[src/itoa_pkg.sv]
// Shared constants, codes and digit table of the integer-to-ASCII formatter.
`default_nettype none
package itoa_pkg;

  localparam int unsigned VALUE_BITS_DEF = 32;

  localparam int unsigned CHAR_W = 7;
  localparam int unsigned DIGIT_W = 4;

  localparam logic OP_HEX = 1'b0;
  localparam logic OP_DEC = 1'b1;

  localparam logic [CHAR_W-1:0] ASCII_DIGIT [0:15] = '{
    7'h30, 7'h31, 7'h32, 7'h33, 7'h34, 7'h35, 7'h36, 7'h37,
    7'h38, 7'h39, 7'h41, 7'h42, 7'h43, 7'h44, 7'h45, 7'h46
  };

endpackage
`default_nettype wire

[src/itoa_dabble.sv]
// Iterative shift-and-add-3 binary to BCD converter, one bit per cycle.
`default_nettype none
module itoa_dabble #(
  parameter int unsigned VALUE_BITS = itoa_pkg::VALUE_BITS_DEF,
  parameter int unsigned DEC_DIGITS = 10
) (
  input  wire logic                         clk_i,
  input  wire logic                         rst_ni,
  input  wire logic                         start_i,
  input  wire logic [VALUE_BITS-1:0]        value_i,
  output logic                              done_o,
  output logic [DEC_DIGITS*itoa_pkg::DIGIT_W-1:0] bcd_o
);

  localparam int unsigned BCD_W = DEC_DIGITS * itoa_pkg::DIGIT_W;
  localparam int unsigned CNT_W = $clog2(VALUE_BITS + 1);

  logic [VALUE_BITS-1:0] bin_q, bin_d;
  logic [BCD_W-1:0]      bcd_q, bcd_d, bcd_adj;
  logic [CNT_W-1:0]      cnt_q, cnt_d;
  logic                  run_q, run_d;
  logic                  done_q, done_d;

  always_comb begin
    for (int i = 0; i < DEC_DIGITS; i++) begin
      if (bcd_q[i*4 +: 4] >= 4'd5) begin
        bcd_adj[i*4 +: 4] = bcd_q[i*4 +: 4] + 4'd3;
      end else begin
        bcd_adj[i*4 +: 4] = bcd_q[i*4 +: 4];
      end
    end
  end

  always_comb begin
    bin_d  = bin_q;
    bcd_d  = bcd_q;
    cnt_d  = cnt_q;
    run_d  = run_q;
    done_d = 1'b0;
    if (start_i) begin
      bin_d = value_i;
      bcd_d = '0;
      cnt_d = CNT_W'(VALUE_BITS);
      run_d = 1'b1;
    end else if (run_q) begin
      bcd_d = {bcd_adj[BCD_W-2:0], bin_q[VALUE_BITS-1]};
      bin_d = {bin_q[VALUE_BITS-2:0], 1'b0};
      cnt_d = cnt_q - CNT_W'(1);
      if (cnt_q == CNT_W'(1)) begin
        run_d  = 1'b0;
        done_d = 1'b1;
      end
    end
  end

  always_ff @(posedge clk_i or negedge rst_ni) begin
    if (!rst_ni) begin
      cnt_q  <= '0;
      run_q  <= 1'b0;
      done_q <= 1'b0;
    end else begin
      cnt_q  <= cnt_d;
      run_q  <= run_d;
      done_q <= done_d;
    end
  end

  always_ff @(posedge clk_i) begin
    bin_q <= bin_d;
    bcd_q <= bcd_d;
  end

  assign done_o = done_q;
  assign bcd_o  = bcd_q;

endmodule
`default_nettype wire

[src/integer_to_ascii_formatter_unit.sv]
// Top level of the integer-to-ASCII formatter: sequencer, digit shifter and output register.
// Hex word: leading zero digits are skipped while more than two digits remain, then the digits
// are emitted one per cycle while the output is not stalled, the most significant first.
// Decimal word: the BCD converter runs first, then leading zeros are skipped while more than
// one digit remains, and the digits are emitted in the same way.
// A new word is taken only when idle; reset clears the sequencer and the output valid.
`default_nettype none
module integer_to_ascii_formatter_unit #(
  parameter int unsigned VALUE_BITS = itoa_pkg::VALUE_BITS_DEF
) (
  input  wire logic                          clk_i,
  input  wire logic                          rst_ni,
  input  wire logic                          in_valid_i,
  output logic                               in_stall_o,
  input  wire logic                          opcode_i,
  input  wire logic [VALUE_BITS-1:0]         value_i,
  output logic                               out_valid_o,
  input  wire logic                          out_stall_i,
  output logic [itoa_pkg::CHAR_W-1:0]        character_o,
  output logic                               last_o
);

  localparam int unsigned DEC_DIGITS = (VALUE_BITS * 30103) / 100000 + 1;
  localparam int unsigned HEX_DIGITS = (VALUE_BITS + 3) / 4;
  localparam int unsigned MAX_DIGITS = (DEC_DIGITS > HEX_DIGITS) ? DEC_DIGITS : HEX_DIGITS;
  localparam int unsigned DIG_W = MAX_DIGITS * itoa_pkg::DIGIT_W;
  localparam int unsigned CNT_W = $clog2(MAX_DIGITS + 1);

  localparam logic [1:0] ST_IDLE = 2'd0;
  localparam logic [1:0] ST_CONV = 2'd1;
  localparam logic [1:0] ST_SKIP = 2'd2;
  localparam logic [1:0] ST_EMIT = 2'd3;

  logic [1:0]                  state_q, state_d;
  logic [DIG_W-1:0]            dig_q, dig_d;
  logic [CNT_W-1:0]            cnt_q, cnt_d;
  logic                        op_q, op_d;
  logic [CNT_W-1:0]            min_cnt;
  logic [3:0]                  top_digit;
  logic                        in_take;
  logic                        out_free;
  logic                        dab_done;
  logic [DEC_DIGITS*itoa_pkg::DIGIT_W-1:0] dab_bcd;
  logic                        ov_q, ov_d;
  logic [itoa_pkg::CHAR_W-1:0] char_q, char_d;
  logic                        last_q, last_d;

  itoa_dabble #(
    .VALUE_BITS (VALUE_BITS),
    .DEC_DIGITS (DEC_DIGITS)
  ) u_dabble (
    .clk_i   (clk_i),
    .rst_ni  (rst_ni),
    .start_i (in_take && (opcode_i == itoa_pkg::OP_DEC)),
    .value_i (value_i),
    .done_o  (dab_done),
    .bcd_o   (dab_bcd)
  );

  assign in_stall_o = (state_q != ST_IDLE);
  assign in_take    = in_valid_i && !in_stall_o;
  assign out_free   = !ov_q || !out_stall_i;
  assign top_digit  = dig_q[DIG_W-1 -: 4];
  assign min_cnt    = (op_q == itoa_pkg::OP_HEX) ? CNT_W'(2) : CNT_W'(1);

  always_comb begin
    state_d = state_q;
    dig_d   = dig_q;
    cnt_d   = cnt_q;
    op_d    = op_q;
    ov_d    = ov_q && out_stall_i;
    char_d  = char_q;
    last_d  = last_q;
    case (state_q)
      ST_IDLE: begin
        if (in_take) begin
          op_d = opcode_i;
          if (opcode_i == itoa_pkg::OP_HEX) begin
            dig_d   = DIG_W'(value_i) << ((MAX_DIGITS - HEX_DIGITS) * 4);
            cnt_d   = CNT_W'(HEX_DIGITS);
            state_d = ST_SKIP;
          end else begin
            state_d = ST_CONV;
          end
        end
      end
      ST_CONV: begin
        if (dab_done) begin
          dig_d   = DIG_W'(dab_bcd) << ((MAX_DIGITS - DEC_DIGITS) * 4);
          cnt_d   = CNT_W'(DEC_DIGITS);
          state_d = ST_SKIP;
        end
      end
      ST_SKIP: begin
        if ((cnt_q > min_cnt) && (top_digit == 4'd0)) begin
          dig_d = dig_q << 4;
          cnt_d = cnt_q - CNT_W'(1);
        end else begin
          state_d = ST_EMIT;
        end
      end
      ST_EMIT: begin
        if (out_free) begin
          ov_d   = 1'b1;
          char_d = itoa_pkg::ASCII_DIGIT[top_digit];
          last_d = (cnt_q == CNT_W'(1));
          dig_d  = dig_q << 4;
          cnt_d  = cnt_q - CNT_W'(1);
          if (cnt_q == CNT_W'(1)) begin
            state_d = ST_IDLE;
          end
        end
      end
      default: begin
        state_d = ST_IDLE;
      end
    endcase
  end

  always_ff @(posedge clk_i or negedge rst_ni) begin
    if (!rst_ni) begin
      state_q <= ST_IDLE;
      cnt_q   <= '0;
      ov_q    <= 1'b0;
    end else begin
      state_q <= state_d;
      cnt_q   <= cnt_d;
      ov_q    <= ov_d;
    end
  end

  always_ff @(posedge clk_i) begin
    dig_q  <= dig_d;
    op_q   <= op_d;
    char_q <= char_d;
    last_q <= last_d;
  end

  assign out_valid_o = ov_q;
  assign character_o = char_q;
  assign last_o      = last_q;

  a_done_in_conv: assert property (@(posedge clk_i) disable iff (!rst_ni)
    dab_done |-> (state_q == ST_CONV))
    else $error("converter finished outside conversion");

  a_take_leaves_idle: assert property (@(posedge clk_i) disable iff (!rst_ni)
    in_take |=> (state_q != ST_IDLE))
    else $error("accepted word left sequencer idle");

  a_emit_count: assert property (@(posedge clk_i) disable iff (!rst_ni)
    (state_q == ST_EMIT) |-> (cnt_q != '0))
    else $error("emit with no digits left");

  a_char_range: assert property (@(posedge clk_i) disable iff (!rst_ni)
    out_valid_o |-> ((character_o >= 7'h30 && character_o <= 7'h39) ||
                     (character_o >= 7'h41 && character_o <= 7'h46)))
    else $error("output is not a digit");

endmodule
`default_nettype wire

[config.mk]
export PLATFORM = sky130hd
export DESIGN_NAME = integer_to_ascii_formatter_unit
export DESIGN_NICKNAME = d
export VERILOG_FILES = /design/src/itoa_pkg.sv /design/src/itoa_dabble.sv /design/src/integer_to_ascii_formatter_unit.sv
export SDC_FILE = /design/constraint.sdc
export NUM_CORES = 1
export LEC_CHECK = 0
export BUFFER_PORTS_ARGS = -buffer_cell sky130_fd_sc_hd__buf_2
export CORE_UTILIZATION = 60
export CTS_CLUSTER_SIZE = 16
export DETAILED_ROUTE_END_ITERATION = 8
export GPL_TIMING_DRIVEN = 0
export PLACE_DENSITY_LB_ADDON = 0.15
export SETUP_SLACK_MARGIN = 0.3
export SLEW_MARGIN = 20
export SYNTH_ARGS = -nofsm -noshare
export SYNTH_HDL_FRONTEND = slang
export SYNTH_SLANG_ARGS = --single-unit
[constraint.sdc]
create_clock -name clk_i -period 3.7 [get_ports clk_i]
set_input_delay 0.74 -clock clk_i [delete_from_list [all_inputs] [get_ports clk_i]]
set_output_delay 0.74 -clock clk_i [all_outputs]
set_load 0.02 [all_outputs]
Word level (Yosys, flattened, before mapping)
Memories as Yosys holds them, arrays and structs flattened. A register that Yosys moved wholly into a read port is not among the register bits. Cells that the tools add are included.

Add/sub/neg operators: 12. $lt $le $gt $ge: 11. Equal/unequal tests: 12. Muxes and demuxes: 42. Bitwise gates (word level): 1. Reductions and logical operators: 16.

Operator list (count): $mux W40 (5); $pmux W40 S4 (1); $mux W32 (2); $mux W4 (14); $ge A4 B3 Y1 const B (10); $add A4 B2 Y4 const B (9); $pmux W4 S4 (1); $mux W2 (7); $mux W6 (2); $ne A2 B2 Y1 const B (6); $reduce_and A5 Y1 (2); $mux W1 (8); $pmux W2 S4 (1); $eq A6 B1 Y1 const B (1); $sub A6 B1 Y6 const B (1); $not A4 Y5 (1); $eq A2 B2 Y1 const B (2); $eq A4 B1 Y1 const B (1); $gt A4 B2 Y1 (1); $logic_and A1 B1 Y1 (4); $logic_not A4 Y1 (1); $reduce_and A2 Y1 (2); $reduce_bool A2 Y1 (2); $sub A4 B1 Y4 const B (1); other kinds (7) (9).

Flip-flop bits (word level): 129. Bits in read-only memories: 112. Output and inout port bits: 10. Memories: 1.

Memories: (name not given) (depth 16, bits a word 7, read ports 1, clocked after Yosys merged registers in 1, write ports 0, line integer_to_ascii_formatter_unit.sv:105) `char_d = itoa_pkg::ASCII_DIGIT[top_digit];`.

Depth between registers and ports, before layout
Gate-level depths: netlist (run 1).

Word-level depth: 5. Mapped depth: 8. Depth with buffers taken out: 7.

By module
A second synthesis (run 1) with hierarchy kept.

Cells, all modules: 627. Area total of the unflattened synthesis: 6907.9 um^2.

Modules (own cells, without submodules): itoa_dabble (times used 1, cells an instance 413, area each 4190.3 um^2); integer_to_ascii_formatter_unit (times used 1, cells an instance 214, area each 2717.6 um^2).

Least setup slack after synthesis (run 1)
Ideal clock, no wire load.

Path type: register to register. Start: reg cnt_q[1]. End: reg dig_q[0], enable pin. Setup time: 0.396 ns. Arrival time: 2.260 ns. Data required time: 3.304 ns. Path slack: 1.044 ns. Stages on the path, launching flop included: 6. Path buffers: 0. Cells stage by stage: dfrtp_1 > ha_1 > or2b_2 > a211oi_2 > o2111ai_2 > inv_1.

Longest elaborated chain between the ends: 4.

RTL lines: from (decl) (line integer_to_ascii_formatter_unit.sv:36) `logic [CNT_W-1:0] cnt_q, cnt_d;`; from (signal assigned) (line integer_to_ascii_formatter_unit.sv:127) `cnt_q <= cnt_d;`; $gt A4 B2 Y1 (line integer_to_ascii_formatter_unit.sv:95) `if ((cnt_q > min_cnt) && (top_digit == 4'd0)) begin`; $logic_and A1 B1 Y1 (line integer_to_ascii_formatter_unit.sv:95); $ne A2 B2 Y1 (no source line); $reduce_and A5 Y1 (no source line); to (signal assigned) (line integer_to_ascii_formatter_unit.sv:133) `dig_q <= dig_d;`; to (decl) (line integer_to_ascii_formatter_unit.sv:35) `logic [DIG_W-1:0] dig_q, dig_d;`.

Every way passes these cells. A chain may end at the register's enable or synchronous reset.

Worst setup path in the final report (run 1)
Start: reg state_q[1]. End: reg u_dabble.bin_q[29], enable pin.

Longest elaborated chain between the ends: 5.

RTL lines: from (decl) (line integer_to_ascii_formatter_unit.sv:34) `logic [1:0] state_q, state_d;`; from (signal assigned) (line integer_to_ascii_formatter_unit.sv:126) `state_q <= state_d;`; $reduce_bool A2 Y1 (line integer_to_ascii_formatter_unit.sv:60) `assign in_stall_o = (state_q != ST_IDLE);`; $logic_not A1 Y1 (line integer_to_ascii_formatter_unit.sv:61) `assign in_take = in_valid_i && !in_stall_o;`; $logic_and A1 B1 Y1 (line integer_to_ascii_formatter_unit.sv:61); $logic_and A1 B1 Y1 (line integer_to_ascii_formatter_unit.sv:54) `.start_i (in_take && (opcode_i == itoa_pkg::OP_DEC)),`; $reduce_bool A2 Y1 (no source line); to (signal assigned) (line itoa_dabble.sv:69) `bin_q <= bin_d;`; to (decl) (line itoa_dabble.sv:18) `logic [VALUE_BITS-1:0] bin_q, bin_d;`.

Every way passes these cells.

==> metrics.md, run 1 <==
| Metric | Value |
|---|---|
| Status | complete, no violations |
| Largest net degree at the start of global routing | 33 |
| Logic pwr share | 0.401 |
| Dominant synthesized flop cell | edfxtp_1 |
| Pre-CTS setup slack | ~0.69 ns |
| CTS Sinks | 135 |
| Sw power | between 3 and 4 mW |
| Vias | between 5000 and 6000 |
| Total track usage | 0.2963 |
| Vias per inst | about 5.8 |
| Initial DRC count | about 430 |
| Reg power frac | 0.394 |
| H-tree levels | 4 |
| Gr ovfl total | 0 |
| CTS Hold Buffers Added | 0 |
| Nets | 828 |
| Worst slew margin | 0.4872 |
| Maximum vdd ir drop | 0.5515 mV |
| Final period utilization | 0.8019 |
| CTS tree | yes |
| FMAX | 0.3370 GHz |
| Post-route ant nets | 0 |
| Post_cts resized | 0 |
| PwrDens | 1036 nW/um^2 |
| Row count | 38 |
| Critical path capture point type | register |
| Dominant cell type by area after synthesis | edfxtp_1 |
| Internal power | 5.024 mW |
| Number of flops mapped to enable cells by yosys | 80 |
| Global-route wire length before repair | 25830 um |
| CP startpoint kind | register |
| Leak | 3.386 nW |
| PnR worst setup slack | ~0.73 ns |
| Warnings, synthesis | 0 |
| Syn avg cell area | 9.834 um^2 |
| Synth top cells by count | nand2_1 (153), edfxtp_1 (80), nor2_1 (55) |
| Critical setup path kind | reg -> reg |
| Root Driver | clkbuf_16 |
| Clk_skew | 0.01183 ns |
| CP max FO | 32 |
| Post-DP HPWL | 11480 um |
| Slew Limit Fails | 0 |
| Least-Margin Pin Slew | 0.7693 ns |
| Cell area after synthesis | 6795 um^2 |
| RSZ-0062 raised after global routing | false |
| Antenna violations before repair | 1 |
| Synth Instances | 691 |
| Die height | 108.4 um |
| Port bufs | 46 |
| Sequential area share after synthesis | 0.5266 |
| Starting density of the core | 0.6214 |
| CTS buffer count | 17 |
| Clock Tree Buf Depth | 2 |
| Synth area leaders | edfxtp_1 (35%), dfxtp_1 (12%), nand2_1 (8.5%) |
| Initial DRT Pass Iterations | 5 |
| Yosys cell types | 43 |
| Clock power share | 0.205 |
| WL/cell | 18.14 um |
| I/O pin count | 47 |
| GP Congestion | roughly 0.84 |
| Clock-pin slew of the registers on the worst-case setup and hold paths | 0.06 ns |
| Post-CTS Setup Inserts | 0 |
| Register bit total from synthesis | 135 |
| Setup TNS | 0 ns |
| Die area | 11750 um^2 |
| Fin. Hold Viols | 0 |
| Top-count cell post-synth | nand2_1 |
| Clk_lat worst skew | 0.42 ns |
| Synth-to-Final Area Change | 14.80% |
| Post-synth ARST share | 0.1111 |
| Sw frac | 0.3782 |
| # setup viols final | 0 |
| Core Region | ~11000 um^2 |
| Total Routed Length | roughly 17000 um |
| Worst Path Required | around 3.7 ns |
| Share of cells above drive strength 1 | 0.1104 |
| Maxcap violations | 0 |
| Drt drc | 0 |
| Vias in the first global route | 5186 |
| Crit path DAT | ~3 ns |
| Hold/Removal Path Class | in -> async |
| Top-area cell type share of the netlist area | 0.3535 |
| Final worst path period need | between 2 and 3 ns |
| Net Count, Synth | 762 |
| Die width | 108.4 um |
-- power by group through the flow --
stage | Combinational [mW] | Sequential, mW | Clock [mW]
after floorplan | 2.39 | 3.03 | 0
after global placement | 2.95 | 3.15 | 0
after detailed placement | 3.18 | 3.17 | 0
after CTS | 3.23 | 3.17 | 1.66
after global routing | 3.62 | 3.26 | 1.72
final | 3.24 | 3.19 | 1.66
-- through the flow --
step                hold slack, ns  cells  power (mW)    util  area [um^2]
finish                      0.2338    911       8.080  0.7134         7801
global route                0.2478    910       8.598  0.7132         7799
CTS                         0.2334    910       8.057  0.7132         7799
detailed placement          0.4966    878       6.354  0.6610         7228
global placement            0.4636    877       6.099  0.6585         7201
floorplan                   0.4444    691       5.424       -         6795
-- final cells by class --
type | count | area, um^2
Antenna cell | 1 | 2.502
Buffer | 36 | 147.6
Clock buffer | 20 | 436.7
Clock inverter | 12 | 133.9
Fill cell | 822 | 3134
Inverter | 35 | 131.4
Multi-Input combinational cell | 485 | 2938
Sequential cell | 135 | 3578
Tap cell | 140 | 175.2
Timing Repair Buffer | 47 | 257.7
-- sequential cells by signal, summed over array words and instances, names as in the netlist --
register / flops
u_dabble.done_o: 1
u_dabble.bin_q: 32
character_o: 6
dig_q: 40
u_dabble.run_q: 1
op_q: 1
out_valid_o: 1
u_dabble.cnt_q: 6
state_q: 2
u_dabble.bcd_o: 40
cnt_q: 4
last_o: 1
-- critical path, stage by stage, from the launching register on --
cell      delay, ns
dfrtp_1        0.44
inv_1          0.17
ha_1           0.21
and3_1         0.16
clkbuf_1       0.43
clkbuf_1       0.46
or2_2          0.71
-- cells in the final DEF (no fill, tap or decap), drive strengths merged, types with 2 or more instances in the layout --
master,instances
nor3b,3
ha,34
nand2,153
a221o,33
a21oi,32
clkbuf,51
mux2i,17
o21ai,32
bufinv,3
nor4,2
buf,52
and3,2
clkinv,8
nor3,6
o211ai,9
or2b,2
nor2,55
a211oi,2
and2,6
dfxtp,40
a21o,9
dfrtp,15
xnor2,22
nand3b,2
a22o,4
inv,35
nand2b,30
edfxtp,80
nand3,20
-- worst paths after layout --
kind,to,depth (start not counted),slack [ns],startpoint
worst max-delay path,u_dabble.bin_q[29]$_DFFE_PP_,6,0.73,state_q[1]$_DFFE_PN0P_
worst min-delay path,u_dabble.cnt_q[4]$_DFFE_PN0P_,1,0.23,rst_ni
worst max register to register,u_dabble.bin_q[29]$_DFFE_PP_,6,0.73,state_q[1]$_DFFE_PN0P_
worst min register to register,u_dabble.bcd_o[23]$_SDFFE_PP0P_,2,0.50,u_dabble.bcd_o[23]$_SDFFE_PP0P_
max in group asynchronous,u_dabble.cnt_q[2]$_DFFE_PN0P_,1,3.20,rst_ni
min in group clk_i,u_dabble.bcd_o[23]$_SDFFE_PP0P_,2,0.50,u_dabble.bcd_o[23]$_SDFFE_PP0P_
-- routing by layer --
layer	routed length (um)	global-route usage
met1	6977	0.3665
met2	7982	0.4887
met5	0	0
met4	329	0.1245
met3	1236	0.07957
-- kinds of logic after synthesis --
group	Yosys count	synth area share
AO/OA/AOI/OAI	124	0.1289
XOR/XNOR	23	0.02964
buffers and inverters	71	0.04106
flip-flops	135	0.5266
AND/OR/NAND/NOR	287	0.1862
multiplexers	17	0.02504
adder cells (fa/ha/maj)	34	0.06260
Power figures use the tool's default switching activity.
==> inputs of run 2 (changes only) <==
ABC_AREA = 1   (was not set)
CORE_UTILIZATION = 55   (was 60)
clock period = 2.7 ns   (was 3.7 ns; I/O delays follow)
==> metrics.md, run 2 <==
| Metric | Value |
|---|---|
| CTS tree | yes |
| Gr ovfl total | 0 (unchanged) |
| Vias | 5616 (+5.9%) |
| Logic pwr share | 0.390 (-0.011) |
| Leak | 3.499 nW (+3.3%) |
| Internal power | 6.254 mW (+24%) |
| GP Congestion | 0.8423 (+0.75%) |
| Clock Tree Buf Depth | 2 (unchanged) |
| Core Region | 12010 um^2 (+9.8%) |
| WL/cell | 17.05 um (-6.0%) |
| Share of cells above drive strength 1 | 0.1440 (+0.03365) |
| I/O pin count | 47 (unchanged) |
| Reg power frac | 0.382 (-0.012) |
| Sw power | 4.077 mW (+33%) |
| Vias per inst | 5.650 (-2.9%) |
| Commonest non-fill, non-tap cell in the layout | nand2_1 |
| Global-route wire length before repair | 26820 um (+3.8%) |
| Top-count cell post-synth | nand2_1 |
| FMAX | 0.4397 GHz (+30%) |
| Worst slew margin | 0.5695 (+0.08234) |
| Slew Limit Fails | 0 (unchanged) |
| CP max FO | 10 (-69%) |
| Dominant synthesized flop cell | edfxtp_1 |
| Dominant cell type by area after synthesis | edfxtp_1 |
| CTS Sinks | 135 (unchanged) |
| Vias in the first global route | 5565 (+7.3%) |
| PwrDens | 1312 nW/um^2 (+27%) |
| Largest net degree at the start of global routing | 42 (+27%) |
| Hold/Removal Path Class | in -> async |
| Critical setup path kind | reg -> reg |
| PnR worst setup slack | 0.4255 ns (-0.3074 ns) |
| Number of flops mapped to enable cells by yosys | 80 (unchanged) |
| Synth top cells by count | nand2_1 (248), o21ai_0 (88), edfxtp_1 (80) |
| Nets | 905 (+9.3%) |
| Final period utilization | 0.8424 (+0.04049) |
| RSZ-0062 raised after global routing | false |
| Commonest non-fill, non-tap cells in the layout | nand2_1 (248), o21ai_0 (88), edfxtp_1 (80) |
| Clock power share | 0.228 (+0.023) |
| Die area | 12810 um^2 (+9.0%) |
| Synth Instances | 761 (+10%) |
| Total Routed Length | 16950 um (+2.5%) |
| Top-area cell type share of the netlist area | 0.3533 (about the same) |
| Syn avg cell area | 8.934 um^2 (-9.1%) |
| Initial DRC count | 418 (-3.5%) |
| Worst Path Required | 2.80 ns (-0.94 ns) |
| Setup TNS | 0 ns (unchanged) |
| Fin. Hold Viols | 0 (unchanged) |
| Clk_skew | 0.009777 ns (-0.002052 ns) |
| Least-Margin Pin Slew | 0.6458 ns (-0.1235 ns) |
| Pre-CTS setup slack | 0.01079 ns (-0.6787 ns) |
| Warnings, synthesis | 0 (unchanged) |
| Starting density of the core | 0.5660 (-0.05535) |
| Initial DRT Pass Iterations | 6 (+1) |
| Diode count | 0 (-1) |
| Post-route ant nets | 0 (unchanged) |
| Row count | 40 (+5.3%) |
| Cell area after synthesis | 6799 um^2 (about the same) |
| Total track usage | 0.2784 (-0.01789) |
| Maximum vdd ir drop | 0.7694 mV (+40%) |
| Sw frac | 0.3946 (+0.01640) |
| Die width | 113.2 um (+4.4%) |
| Post-DP HPWL | 11550 um (+0.66%) |
| Crit path DAT | 2.38 ns (-0.63 ns) |
| Port bufs | 46 (unchanged) |
| Root Driver | clkbuf_16 |
| Synth-to-Final Area Change | 15.79% |
| # setup viols final | 0 (unchanged) |
| Clk_lat worst skew | 0.42 ns (about the same) |
| Status | complete, no violations |
| H-tree levels | 4 (unchanged) |
| Final worst path period need | 2.274 ns (-0.6926 ns) |
| Antenna violations before repair | 0 (-1) |
| Net Count, Synth | 832 (+9.2%) |
| Drt drc | 0 (unchanged) |
| Sequential area share after synthesis | 0.5263 (about the same) |
| Register bit total from synthesis | 135 (unchanged) |
| CP startpoint kind | register |
| CTS buffer count | 17 (unchanged) |
| Post-synth ARST share | 0.1111 (unchanged) |
| Post-DP Area | 7217 um^2 (-0.16%) |
| Maxcap violations | 0 (unchanged) |
| Synth area leaders | edfxtp_1 (35%), nand2_1 (14%), dfxtp_1 (12%) |
| Die height | 113.2 um (+4.4%) |
| Yosys cell types | 33 (-23%) |
| Critical path capture point type | register |
| Clock-pin slew of the registers on the worst-case setup and hold paths | 0.06 ns (about the same) |
| Final instance area | 7873 um^2 (+0.91%) |
==> run 2: worst paths after layout <==
check,startpoint,end,slack (ns),depth (start not counted)
max in group asynchronous,rst_ni,cnt_q[0]$_DFFE_PN0P_,2.41,1
min reg2reg,u_dabble.bin_q[31]$_DFFE_PP_,u_dabble.bcd_o[0]$_SDFFE_PP0P_,0.49,2
min in group clk_i,opcode_i,op_q$_DFFE_PP_,0.35,1
min,rst_ni,u_dabble.cnt_q[0]$_DFFE_PN0P_,0.03,1
max reg2reg,state_q[1]$_DFFE_PN0P_,dig_q[24]$_DFFE_PP_,0.43,7
max,state_q[1]$_DFFE_PN0P_,dig_q[24]$_DFFE_PP_,0.43,7
==> run 2: through the flow <==
stage	hold slack, ns	power, mW	std cells	utilization
global route	0.04451	10.99	994	0.6554
finish	0.02750	10.33	994	0.6554
floorplan	0.2444	6.572	761	-
CTS	0.03221	10.19	989	0.6523
global placement	0.4673	7.527	954	0.6008
detailed placement	0.4613	7.753	954	0.6008
==> run 2: area by class of cell <==
type / instances / area, um^2
fillers: 992 / 4139
flip-flops and latches: 135 / 3578
multi-input cells: 517 / 2726
clock buffers: 23 / 467.9
inverters: 78 / 301.5
repair buffers: 51 / 267.8
plain buffers: 31 / 198.9
well taps: 147 / 183.9
clock inverters: 9 / 125.1
repair inverters: 3 / 22.52
==> run 2: logic make-up after synthesis <==
family / after synthesis / synth area share
simple gates: 312 / 0.1881
compound gates: 159 / 0.1349
flops: 135 / 0.5263
buf+inv: 109 / 0.07269
fa+ha+maj: 34 / 0.06257
xor+xnor: 12 / 0.01546
==> run 2: critical path: stages, from the launching register on <==
cell and delay (ns):
dfrtp_1 0.43, inv_1 0.20, ha_1 0.24, inv_1 0.06, o211ai_1 0.24, nor2_2 0.12, nand2_2 0.30, clkinvlp_4 0.36
==> run 2: power groups by stage <==
stage / Clock (mW) / Combinational (mW) / Sequential (mW)
after global routing: 2.43 / 4.52 / 4.04
final: 2.35 / 4.03 / 3.95
after CTS: 2.35 / 3.90 / 3.93
after global placement: 0 / 3.58 / 3.94
after detailed placement: 0 / 3.78 / 3.97
after floorplan: 0 / 2.74 / 3.84
==> run 2: timing repair <==
action                     4_1_cts  5_1_grt
gates cloned                     3        0
setup endpoints to repair       74       30
buffers inserted                 0        5
resized for setup                4        0
hold buffers                     0        0
==> run 2: routing by layer <==
layer | GRT usage | vias to the layer above | wire length (um)
met5 | 0 | - | 0
met2 | 0.4863 | 201 | 8449
met4 | 0.1228 | 0 | 353
met3 | 0.04071 | 27 | 864
met1 | 0.3430 | 2686 | 7279
li1 | - | 2702 | -
